### src/rtl/gbr_pkg.sv
package gbr_pkg;

  // Pin count of the two banks together (bank 1 holds NUM_PINS - 32 pins).
  localparam int unsigned NumPinsDefault = 64;

  // Index width of a pin configuration word (up to 64 pins).
  localparam int unsigned CfgIdxW = 6;

  // Width of a pin configuration word.
  localparam int unsigned CfgWordW = 14;

  // Lock keys.
  localparam logic [31:0] UnlockKey = 32'h0000_DF0D;
  localparam logic [31:0] LockKey   = 32'h0000_767B;

  // GPIO space offsets.
  localparam logic [11:0] GpioDataEnd   = 12'h010;
  localparam logic [11:0] GpioLevels0   = 12'h060;
  localparam logic [11:0] GpioLevels1   = 12'h064;
  localparam logic [11:0] GpioDir0      = 12'h204;
  localparam logic [11:0] GpioOe0       = 12'h208;
  localparam logic [11:0] GpioDir1      = 12'h244;
  localparam logic [11:0] GpioOe1       = 12'h248;

  // System-control space offsets.
  localparam logic [11:0] SysLockKey    = 12'h004;
  localparam logic [11:0] SysUnlockKey  = 12'h008;
  localparam logic [11:0] SysLockStatus = 12'h00C;
  localparam logic [11:0] SysCfgBase    = 12'h700;

  // Register selected by one access.
  typedef enum logic [3:0] {
    DEC_UNMAPPED,
    DEC_DATA,
    DEC_LEVELS,
    DEC_DIR,
    DEC_OE,
    DEC_LOCK_KEY,
    DEC_UNLOCK_KEY,
    DEC_LOCK_STATUS,
    DEC_CFG
  } gbr_kind_e;

  // Address decode result handed from the decoder to the register bank.
  typedef struct packed {
    gbr_kind_e            kind;
    logic                 bank;
    logic                 half;
    logic [CfgIdxW-1:0]   cfg_idx;
  } gbr_dec_t;

endpackage

### src/rtl/gbr_ram.sv
module gbr_ram #(
  parameter int unsigned WIDTH = 14,
  parameter int unsigned DEPTH = 64
) (
  input  logic                       clk_i,
  input  logic                       we_i,
  input  logic [$clog2(DEPTH)-1:0]   waddr_i,
  input  logic [WIDTH-1:0]           wdata_i,
  input  logic [$clog2(DEPTH)-1:0]   raddr_i,
  output logic [WIDTH-1:0]           rdata_o
);

  logic [WIDTH-1:0] mem_q [DEPTH];
  logic [WIDTH-1:0] rdata_q;

  // One write port and one registered read port.
  always_ff @(posedge clk_i) begin
    if (we_i) begin
      mem_q[waddr_i] <= wdata_i;
    end
    rdata_q <= mem_q[raddr_i];
  end

  assign rdata_o = rdata_q;

endmodule

### src/rtl/gbr_decode.sv
module gbr_decode #(
  parameter int unsigned NUM_PINS = gbr_pkg::NumPinsDefault
) (
  input  logic              region_i,
  input  logic [11:0]       offset_i,
  output gbr_pkg::gbr_dec_t dec_o
);

  import gbr_pkg::*;

  logic [11:0] cfg_diff;
  logic [9:0]  cfg_n;
  logic        aligned;

  assign cfg_diff = offset_i - SysCfgBase;
  assign cfg_n    = cfg_diff[11:2];
  assign aligned  = (offset_i[1:0] == 2'b00);

  // Map the region and offset of one item onto a register.
  always_comb begin
    dec_o.kind    = DEC_UNMAPPED;
    dec_o.bank    = 1'b0;
    dec_o.half    = 1'b0;
    dec_o.cfg_idx = offset_i[7:2];
    if (!region_i) begin
      if (offset_i < GpioDataEnd && aligned) begin
        dec_o.kind = DEC_DATA;
        dec_o.bank = offset_i[3];
        dec_o.half = offset_i[2];
      end else begin
        case (offset_i)
          GpioLevels0: dec_o.kind = DEC_LEVELS;
          GpioLevels1: begin
            dec_o.kind = DEC_LEVELS;
            dec_o.bank = 1'b1;
          end
          GpioDir0: dec_o.kind = DEC_DIR;
          GpioDir1: begin
            dec_o.kind = DEC_DIR;
            dec_o.bank = 1'b1;
          end
          GpioOe0: dec_o.kind = DEC_OE;
          GpioOe1: begin
            dec_o.kind = DEC_OE;
            dec_o.bank = 1'b1;
          end
          default: dec_o.kind = DEC_UNMAPPED;
        endcase
      end
    end else begin
      case (offset_i)
        SysLockKey:    dec_o.kind = DEC_LOCK_KEY;
        SysUnlockKey:  dec_o.kind = DEC_UNLOCK_KEY;
        SysLockStatus: dec_o.kind = DEC_LOCK_STATUS;
        default: begin
          if (offset_i >= SysCfgBase && aligned && 32'(cfg_n) < NUM_PINS) begin
            dec_o.kind = DEC_CFG;
          end
        end
      endcase
    end
  end

endmodule

### src/rtl/gpio_bank_register_block_core.sv
// An accepted item passes through the input register and then the result register,
// whose outputs show its result with done_o high.
// Throughput: one item per cycle; busy stays low and the receiver cannot stall.
// The configuration words sit in a registered-read RAM with write forwarding.
// Reset (rst_ni low, asynchronous) clears all pin registers and closes the lock;
// per-word valid flags make every configuration word read as zero until written.
module gpio_bank_register_block_core #(
  parameter int unsigned NUM_PINS = gbr_pkg::NumPinsDefault
) (
  input  logic        clk_i,
  input  logic        rst_ni,
  input  logic        start,
  output logic        busy,
  output logic        done_o,
  input  logic        action_i,
  input  logic        region_i,
  input  logic [11:0] offset_i,
  input  logic [31:0] write_data_i,
  input  logic [63:0] pin_levels_i,
  output logic [31:0] read_data_o,
  output logic        access_error_o,
  output logic [63:0] pin_drive_o,
  output logic [63:0] pin_drive_enable_o
);

  import gbr_pkg::*;

  localparam int unsigned IdxW = $clog2(NUM_PINS);
  localparam logic [31:0] Bank1Mask = 32'((64'd1 << (NUM_PINS - 32)) - 64'd1);

  // Input register.
  logic        vld_q;
  logic        action_q;
  logic        region_q;
  logic [11:0] offset_q;
  logic [31:0] wdata_q;
  logic [63:0] levels_q;

  // Register bank state.
  logic [31:0] od_q  [2];
  logic [31:0] od_d  [2];
  logic [31:0] dir_q [2];
  logic [31:0] dir_d [2];
  logic [31:0] oe_q  [2];
  logic [31:0] oe_d  [2];
  logic        locked_q, locked_d;
  logic [NUM_PINS-1:0] cfg_vld_q;

  // Result register.
  logic        done_q;
  logic [31:0] rdata_q, rdata_d;
  logic        err_q, err_d;

  // Configuration word RAM and its forwarding path.
  logic                ram_we;
  logic [IdxW-1:0]     ram_waddr;
  logic [IdxW-1:0]     ram_raddr;
  logic [CfgWordW-1:0] ram_rdata;
  logic                fwd_q, fwd_d;
  logic [CfgWordW-1:0] fwd_data_q;
  logic [CfgWordW-1:0] cfg_word;

  gbr_dec_t    dec;
  logic [31:0] bank_mask;
  logic [31:0] od_sel;
  logic [15:0] chg;

  assign busy = 1'b0;

  // Capture each accepted item.
  always_ff @(posedge clk_i or negedge rst_ni) begin
    if (!rst_ni) begin
      vld_q <= 1'b0;
    end else begin
      vld_q <= start && !busy;
    end
  end

  always_ff @(posedge clk_i) begin
    action_q <= action_i;
    region_q <= region_i;
    offset_q <= offset_i;
    wdata_q  <= write_data_i;
    levels_q <= pin_levels_i;
  end

  gbr_decode #(
    .NUM_PINS(NUM_PINS)
  ) u_decode (
    .region_i(region_q),
    .offset_i(offset_q),
    .dec_o   (dec)
  );

  // The read address comes straight from the ports, so the word is ready
  // when the item reaches the input register.
  assign ram_raddr = offset_i[IdxW+1:2];
  assign ram_waddr = dec.cfg_idx[IdxW-1:0];

  gbr_ram #(
    .WIDTH(CfgWordW),
    .DEPTH(NUM_PINS)
  ) u_cfg_ram (
    .clk_i  (clk_i),
    .we_i   (ram_we),
    .waddr_i(ram_waddr),
    .wdata_i(wdata_q[CfgWordW-1:0]),
    .raddr_i(ram_raddr),
    .rdata_o(ram_rdata)
  );

  // A write in the same cycle as the read of that word wins over the RAM data.
  assign fwd_d = ram_we && (ram_waddr == ram_raddr);

  always_ff @(posedge clk_i or negedge rst_ni) begin
    if (!rst_ni) begin
      fwd_q <= 1'b0;
    end else begin
      fwd_q <= fwd_d;
    end
  end

  always_ff @(posedge clk_i) begin
    fwd_data_q <= wdata_q[CfgWordW-1:0];
  end

  always_comb begin
    if (!cfg_vld_q[ram_waddr]) begin
      cfg_word = '0;
    end else if (fwd_q) begin
      cfg_word = fwd_data_q;
    end else begin
      cfg_word = ram_rdata;
    end
  end

  assign bank_mask = dec.bank ? Bank1Mask : 32'hFFFF_FFFF;
  assign od_sel    = dec.bank ? od_q[1] : od_q[0];
  assign chg       = ~wdata_q[31:16];

  // Carry out the access held in the input register.
  always_comb begin
    od_d     = od_q;
    dir_d    = dir_q;
    oe_d     = oe_q;
    locked_d = locked_q;
    rdata_d  = '0;
    err_d    = 1'b0;
    ram_we   = 1'b0;
    if (vld_q) begin
      case (dec.kind)
        DEC_DATA: begin
          if (action_q) begin
            if (dec.half) begin
              od_d[dec.bank] = {(od_sel[31:16] & ~chg) | (chg & wdata_q[15:0]),
                                od_sel[15:0]} & bank_mask;
            end else begin
              od_d[dec.bank] = {od_sel[31:16],
                                (od_sel[15:0] & ~chg) | (chg & wdata_q[15:0])} & bank_mask;
            end
          end else begin
            rdata_d = {16'h0000, dec.half ? od_sel[31:16] : od_sel[15:0]};
          end
        end
        DEC_LEVELS: begin
          rdata_d = dec.bank ? (levels_q[63:32] & Bank1Mask) : levels_q[31:0];
        end
        DEC_DIR: begin
          if (action_q) begin
            dir_d[dec.bank] = wdata_q & bank_mask;
          end else begin
            rdata_d = dec.bank ? dir_q[1] : dir_q[0];
          end
        end
        DEC_OE: begin
          if (action_q) begin
            oe_d[dec.bank] = wdata_q & bank_mask;
          end else begin
            rdata_d = dec.bank ? oe_q[1] : oe_q[0];
          end
        end
        DEC_LOCK_KEY: begin
          if (action_q && wdata_q == LockKey) begin
            locked_d = 1'b1;
          end
        end
        DEC_UNLOCK_KEY: begin
          if (action_q && wdata_q == UnlockKey) begin
            locked_d = 1'b0;
          end
        end
        DEC_LOCK_STATUS: begin
          rdata_d = {31'd0, locked_q};
        end
        DEC_CFG: begin
          if (action_q) begin
            if (locked_q) begin
              err_d = 1'b1;
            end else begin
              ram_we = 1'b1;
            end
          end else begin
            rdata_d = {{(32 - CfgWordW){1'b0}}, cfg_word};
          end
        end
        default: begin
          err_d = 1'b1;
        end
      endcase
      if (action_q || err_d) begin
        rdata_d = '0;
      end
    end
  end

  // State and result registers.
  always_ff @(posedge clk_i or negedge rst_ni) begin
    if (!rst_ni) begin
      od_q      <= '{default: '0};
      dir_q     <= '{default: '0};
      oe_q      <= '{default: '0};
      locked_q  <= 1'b1;
      cfg_vld_q <= '0;
      done_q    <= 1'b0;
    end else begin
      od_q     <= od_d;
      dir_q    <= dir_d;
      oe_q     <= oe_d;
      locked_q <= locked_d;
      if (ram_we) begin
        cfg_vld_q[ram_waddr] <= 1'b1;
      end
      done_q <= vld_q;
    end
  end

  always_ff @(posedge clk_i) begin
    rdata_q <= rdata_d;
    err_q   <= err_d;
  end

  // Pin outputs follow the bank state; bank 1 never stores unused bits.
  assign done_o             = done_q;
  assign read_data_o        = rdata_q;
  assign access_error_o     = err_q;
  assign pin_drive_o        = {od_q[1], od_q[0]};
  assign pin_drive_enable_o = {dir_q[1] & oe_q[1], dir_q[0] & oe_q[0]};

endmodule

### config.mk
export PLATFORM = sky130hd
export DESIGN_NAME = gpio_bank_register_block_core
export DESIGN_NICKNAME = d
export VERILOG_FILES = /design/src/rtl/gbr_pkg.sv /design/src/rtl/gbr_ram.sv /design/src/rtl/gbr_decode.sv /design/src/rtl/gpio_bank_register_block_core.sv
export SDC_FILE = /design/constraint.sdc
export NUM_CORES = 1
export LEC_CHECK = 0
export BUFFER_PORTS_ARGS = -buffer_cell sky130_fd_sc_hd__buf_2
export CORE_ASPECT_RATIO = 0.9
export CORE_MARGIN = 2
export CORE_UTILIZATION = 60
export DETAILED_ROUTE_END_ITERATION = 10
export PLACE_DENSITY = 0.84
export SYNTH_ARGS = -nofsm -noshare
export SYNTH_HDL_FRONTEND = slang
export SYNTH_SLANG_ARGS = --single-unit
### constraint.sdc
create_clock -name clk_i -period 8 [get_ports clk_i]
set_input_delay 1.6 -clock clk_i [delete_from_list [all_inputs] [get_ports clk_i]]
set_output_delay 1.6 -clock clk_i [all_outputs]
set_load 0.005 [all_outputs]
=== After elaboration in Yosys (flattened, before gate mapping) ===
Memory sizes are Yosys's and may differ from the RTL's. A register that Yosys moved wholly into a read port is not among the register bits.
Cells that the tools add are included.

* Eq/ne operators: 22
* $add $sub $neg: 1
* Bitwise logic cells: 12
* Mux-type cells: 44
* $lt $le $gt $ge: 7
* Reduce and logical (&&, ||, !) cells: 21

{| class="wikitable"
|+ Operators with widths
! cell !! count
|-
| 64-bit bitwise mux || 4
|-
| 32-bit 2-to-1 mux || 7
|-
| 32-bit one-hot mux with 6 select lines || 1
|-
| 32-bit AND || 2
|-
| 64-bit 2-to-1 mux || 1
|-
| 64-bit bitwise OR || 1
|-
| 16-bit AND || 3
|-
| 12-bit by 10-bit == test with 1-bit output, second input constant || 4
|-
| 14-bit 2-to-1 mux || 3
|-
| 32-bit demux with 1-bit select || 1
|-
| 32-bit by 15-bit == test with 1-bit output, second input constant || 1
|-
| 32-bit by 16-bit == test with 1-bit output, second input constant || 1
|-
| 16-bit 2-to-1 mux || 2
|-
| 16-bit NOT || 2
|-
| 16-bit bitwise OR || 2
|-
| 12-bit by 4-bit == test with 1-bit output, second input constant || 2
|-
| 12-bit by 7-bit == test with 1-bit output, second input constant || 2
|-
| 4-bit by 3-bit == test with 1-bit output, second input constant || 4
|-
| 1-bit 2-to-1 mux || 15
|-
| 12-bit by 3-bit == test with 1-bit output, second input constant || 1
|-
| 12-bit by 11-bit greater-or-equal comparator with 1-bit output, second input constant || 1
|-
| 12-bit by 5-bit less-than comparator with 1-bit output, second input constant || 1
|-
| 4-bit 2-to-1 mux || 3
|-
| 4-bit one-hot mux with 3 select lines || 1
|-
| other kinds (27) || 42
|}

* Memories kept: 1
* Bits of input ports: 113
* Flip-flop bits (word level): 417
* Output and inout port bits: 163
* Logic and storage cells: 127
* RAM bits: 896

{| class="wikitable"
|+ Memories
! name !! depth !! width !! rd ports !! clocked after memory_dff !! wr ports !! line !! RTL
|-
| u_cfg_ram.mem_q || 64 || 14 || 1 || 1 || 1 || gbr_ram.sv:13 || <nowiki>logic [WIDTH-1:0] mem_q [DEPTH];</nowiki>
|}

=== Longest topological paths before layout ===
* Depth in word-level cells: 12
* Mapped depth: 11
* Mapped depth without buffers: 7

=== Hierarchy ===
Synthesis repeated with hierarchy kept, for this count alone.

* Cells, all modules: 3045
* Area, all modules: 52472.8 µm²

{| class="wikitable"
|+ Modules (own cells, without submodules)
! module !! instances !! cells each !! area each (µm²)
|-
| gbr_ram || 1 || 1571 || 34878.5
|-
| gpio_bank_register_block_core || 1 || 1436 || 17326.6
|-
| gbr_decode || 1 || 38 || 267.8
|}

=== Worst setup path after synthesis ===
No wires, ideal clock.

* Path kind: input-to-reg
* Start point: in offset_i[3]
* End point: reg u_cfg_ram.rdata_q[10] (netlist: u_cfg_ram.rdata_o[10]), read port of u_cfg_ram.mem_q
* Slack: 4112 ps
* Arrival: 3753 ps
* Stages: 6
* Setup time: 134 ps
* Required time: 7866 ps
* Cell sequence: clkbuf_1 > clkbuf_1 > clkbuf_1 > mux4_2 > mux4_2 > mux4_2

{| class="wikitable"
|+ RTL lines
! item !! line !! RTL
|-
| start: declaration || gpio_bank_register_block_core.sv:17 || <nowiki>input logic [11:0] offset_i,</nowiki>
|-
| end: declaration || gbr_ram.sv:14 || <nowiki>logic [WIDTH-1:0] rdata_q;</nowiki>
|}

=== Final worst setup path ===
* Start point: reg offset_q[2]
* End point: reg oe_q[59] (netlist name)

* Cells in the longest elaborated chain, start to end: 11

{| class="wikitable"
|+ RTL lines
! item !! line !! RTL
|-
| start: declaration || gpio_bank_register_block_core.sv:35 || <nowiki>logic [11:0] offset_q;</nowiki>
|-
| start signal: assignment || gpio_bank_register_block_core.sv:82 || <nowiki>offset_q <= offset_i;</nowiki>
|-
| branches (longest 11 deep; another with 12-bit by 11-bit subtractor with 12-bit output) || - ||
|-
| end signal: assignment || gpio_bank_register_block_core.sv:221 || <nowiki>oe_q <= '{default: '0};</nowiki>
|-
| end signal: assignment || gpio_bank_register_block_core.sv:228 || <nowiki>oe_q <= oe_d;</nowiki>
|-
| end: declaration || gpio_bank_register_block_core.sv:44 || <nowiki>logic [31:0] oe_q [2];</nowiki>
|}

Several ways; the timed one is not identified.
A chain may end at the register's enable or synchronous reset.

==> results.txt <==
DP Cell Count - 4127
Pin count of the biggest net entering global routing - 114
Worst skew pair latency - 0.73 ns
Area leader, netlist - edfxtp_1
Final Slew Violations - 0
Synth Register Bits - 1327
Fmax - 0.1922 GHz
Vias in the first global route - 30.42k
First-pass DRT Iterations - 6
H-tree Lvls - 3
GRT Residual Overflow - 0
Critical path startpoint - offset_q[2]
Crit-path slowest cell - nor2_4
Switching share of power - 21.44%
Ys async rst share - 19.59%
Hold Startpoint - cfg_vld_q[54]
CP Capture Type - register
Core Area - 85630 sq um
Maximum root-to-sink buffer count - 3
CTS Hold Bufs - 0
Maximum vdd drop - 0.0002078 V
CTS tree - built
Post-CTS Resized - 0
Final hold vios - 0
Synthesized Nets - 2925
Cell Count, Final, Fillers Out - 4364
Synth area leaders - edfxtp_1 (52%), mux4_2 (14%), dfrtp_1 (13%), dfxtp_1 (6.6%), mux2_2 (1.7%)
Cell-internal power - 0.01104 W
Hold/Removal Path Class - register to register
CTS Root Cell - clkbuf_16
Reg power frac - 52.9%
Clk pin slew, worst setup/hold paths - 0.06 ns
Most common cell after layout, fill and taps aside - edfxtp_1
Clock Sinks - 1327
WL final - 147200 um
DRC Markers - 0
WL/cell - 33.73 um
Area of the die - 88470 sq um
Gr usage total - 33.43%
Prevailing post-synth register cell - edfxtp_1
Die X - 313.3 um
Iter 0 DRT Violations - 4775
Synth Instances - 2812
Netlist cell types - 80
DR vias/cell - 6.943
Unrepaired setup endpoints after global routing - no
EDFF count, synth - 896
Initial antenna violation count - 16
Clock network fraction of total power - 43.0%
LEAKAGE - 21.83 nW
Post-Syn Area per Cell - 18.37 sq um
Startpoint Class - register
Normalized max-slew margin - 5.686%
Starting Density - 60.33%
CP arrival - 5.80 ns
Area Overhead vs Synth - 13.33%
RR Startpoint - offset_q[2]
Worst endpoint required time - 8.60 ns
Via count - 30.30k
First-pass GRT wire length - 211900 um
Inserted Clock Buffers - 121
Post-CTS setup buffer count - 0
DRT antenna net count - 0
Worst-margin pin slew - 1.413 ns
Period Utilization, post-route - 65.05%
Ports - 276
Commonest non-fill, non-tap cells in the layout - edfxtp_1 (896), mux4_2 (315), buf_2 (270)
Post-synthesis cell area - 51660 sq um
Top cell by count, worst path - buf_4
Die Ht - 282.4 um
Status - finished, final reports clean
Seq/Total Area, Yosys - 71.30%
CP max FO - 56
Post-DP HPWL - 85210 um
Post-layout min period - 5.204 ns
Setup Skew - 0.03492 ns
Maxcap violations - 0
Power per standard cell area - 240.1 nW/um^2
Final setup fails - 0
Net switching power of the design - 0.003015 W
Logic pwr share - 4.1%
Nets - 3220
Slowest stage delay, CP - 0.91 ns
Gpl congestion - 0.8795
Setup TNS - 0 ns
IO buf count - 274
FP Rows - 102
WS Path Type - register to register
Ys Warns - 0
Critical Path, Cell by Cell - buf_4 > and2b_1 > o2111ai_2 > a31o_4 > buf_4 > nand2_1 > nor2_4 > mux2_2
Fraction of layout cells with a size suffix above 1 - 32.72%
Synth top area share - 52.08%
## cell usage after synthesis, types with 4 or more instances
library cell and instances:
nor3_1 18, nand2b_1 5, o21ai_1 27, and2_1 67, nor3_4 4, nand4_1 14, o21a_1 16, a221oi_1 33
mux2_2 78, or2_1 33, nand2_1 132, xor2_1 4, or2_2 33, buf_6 14, a21boi_1 13, mux4_2 315
clkbuf_1 85, or3_1 4, dfrtp_1 259, inv_1 6, buf_1 11, a21oi_1 114, mux2_1 65, nand3_1 14
buf_4 18, mux2i_1 77, o22ai_1 49, dfxtp_1 171, nor2_1 98, edfxtp_1 896, a211oi_1 5, buf_2 47
o21ai_0 6, nor4_1 7, o32a_1 13, nor2_2 4
## critical path, delay by kind of cell, from the launching register on
kind                   cells  cell delay, ns
AND/OR/NAND/NOR            3            1.54
buffers and inverters      2            1.24
AO/OA/AOI/OAI              2            0.97
flip-flops                 1            0.83
multiplexers               1            0.43
## area by class of cell
| type | count | area, sq um |
|---|---|---|
| sequential | 1327 | 36850 |
| fill | 5033 | 27080 |
| multi-input combinational | 1303 | 14040 |
| clock buffer | 170 | 3581 |
| timing repair buffer | 348 | 1997 |
| tap | 1144 | 1431 |
| clock inverter | 58 | 600.6 |
| inverter | 6 | 22.52 |
| antenna | 8 | 20.02 |
## worst paths after layout
check | to | slack (ns) | depth (start not counted)
max | oe_q[59] | 2.80 | 8
min | cfg_vld_q[54] | 0.46 | 1
max reg2reg | oe_q[59] | 2.80 | 8
min reg2reg | cfg_vld_q[54] | 0.46 | 1
max in group asynchronous | cfg_vld_q[47] | 5.43 | 2
min in group asynchronous | oe_q[19] | 0.94 | 1
## sequential cells by signal, summed over array words and instances (netlist names)
signal,cells
oe_q,64
region_q,1
levels_q,64
cfg_vld_q,64
u_cfg_ram.mem_q,896
offset_q,12
fwd_data_q,14
u_cfg_ram.rdata_o,14
vld_q,1
locked_q,1
done_o,1
dir_q,64
pin_drive_o,64
fwd_q,1
action_q,1
access_error_o,1
wdata_q,32
read_data_o,32
## per-stage QoR
| step | total power, W | setup WS, ns | util, % | instance area, sq um | hold slack, ns |
|---|---|---|---|---|---|
| floorplan | 0.007882 | 4.112 | - | 51660 | 0.3988 |
| global placement | 0.008108 | 3.004 | 63.39 | 54280 | 0.4421 |
| detailed placement | 0.008134 | 2.951 | 63.45 | 54340 | 0.4482 |
| CTS | 0.01407 | 2.940 | 68.34 | 58520 | 0.4627 |
| global route | 0.01437 | 2.631 | 68.36 | 58540 | 0.4746 |
| finish | 0.01406 | 2.796 | 68.37 | 58550 | 0.4583 |
## layer usage
layer | wire length (um) | vias up | GRT usage, %
met3 | 18650 | 573 | 9.326
met2 | 70540 | 2504 | 53.29
met1 | 49500 | 15480 | 43.23
met5 | 65 | - | 1.245
li1 | - | 11730 | -
met4 | 8425 | 10 | 15.46
## power groups by stage
stage / registers (W) / clock network [W] / logic [W]
6_report: 0.00744 / 0.00605 / 0.000576
2_1_floorplan: 0.00757 / 0 / 0.000309
3_5_place_dp: 0.00758 / 0 / 0.000558
5_1_grt: 0.00743 / 0.00634 / 0.000601
3_3_place_gp: 0.00757 / 0 / 0.000535
4_1_cts: 0.00743 / 0.00607 / 0.000571
## cells by family after synthesis
logic type	share of synthesized area, %
AOI/OAI and AO/OA	3.790
other	0.007258
DFF	71.30
buffers and inverters	1.792
xor gates and xnor gates	0.1017
muxes	18.39
and+or+nand+nor	4.618
Power figures use the tool's default switching activity.
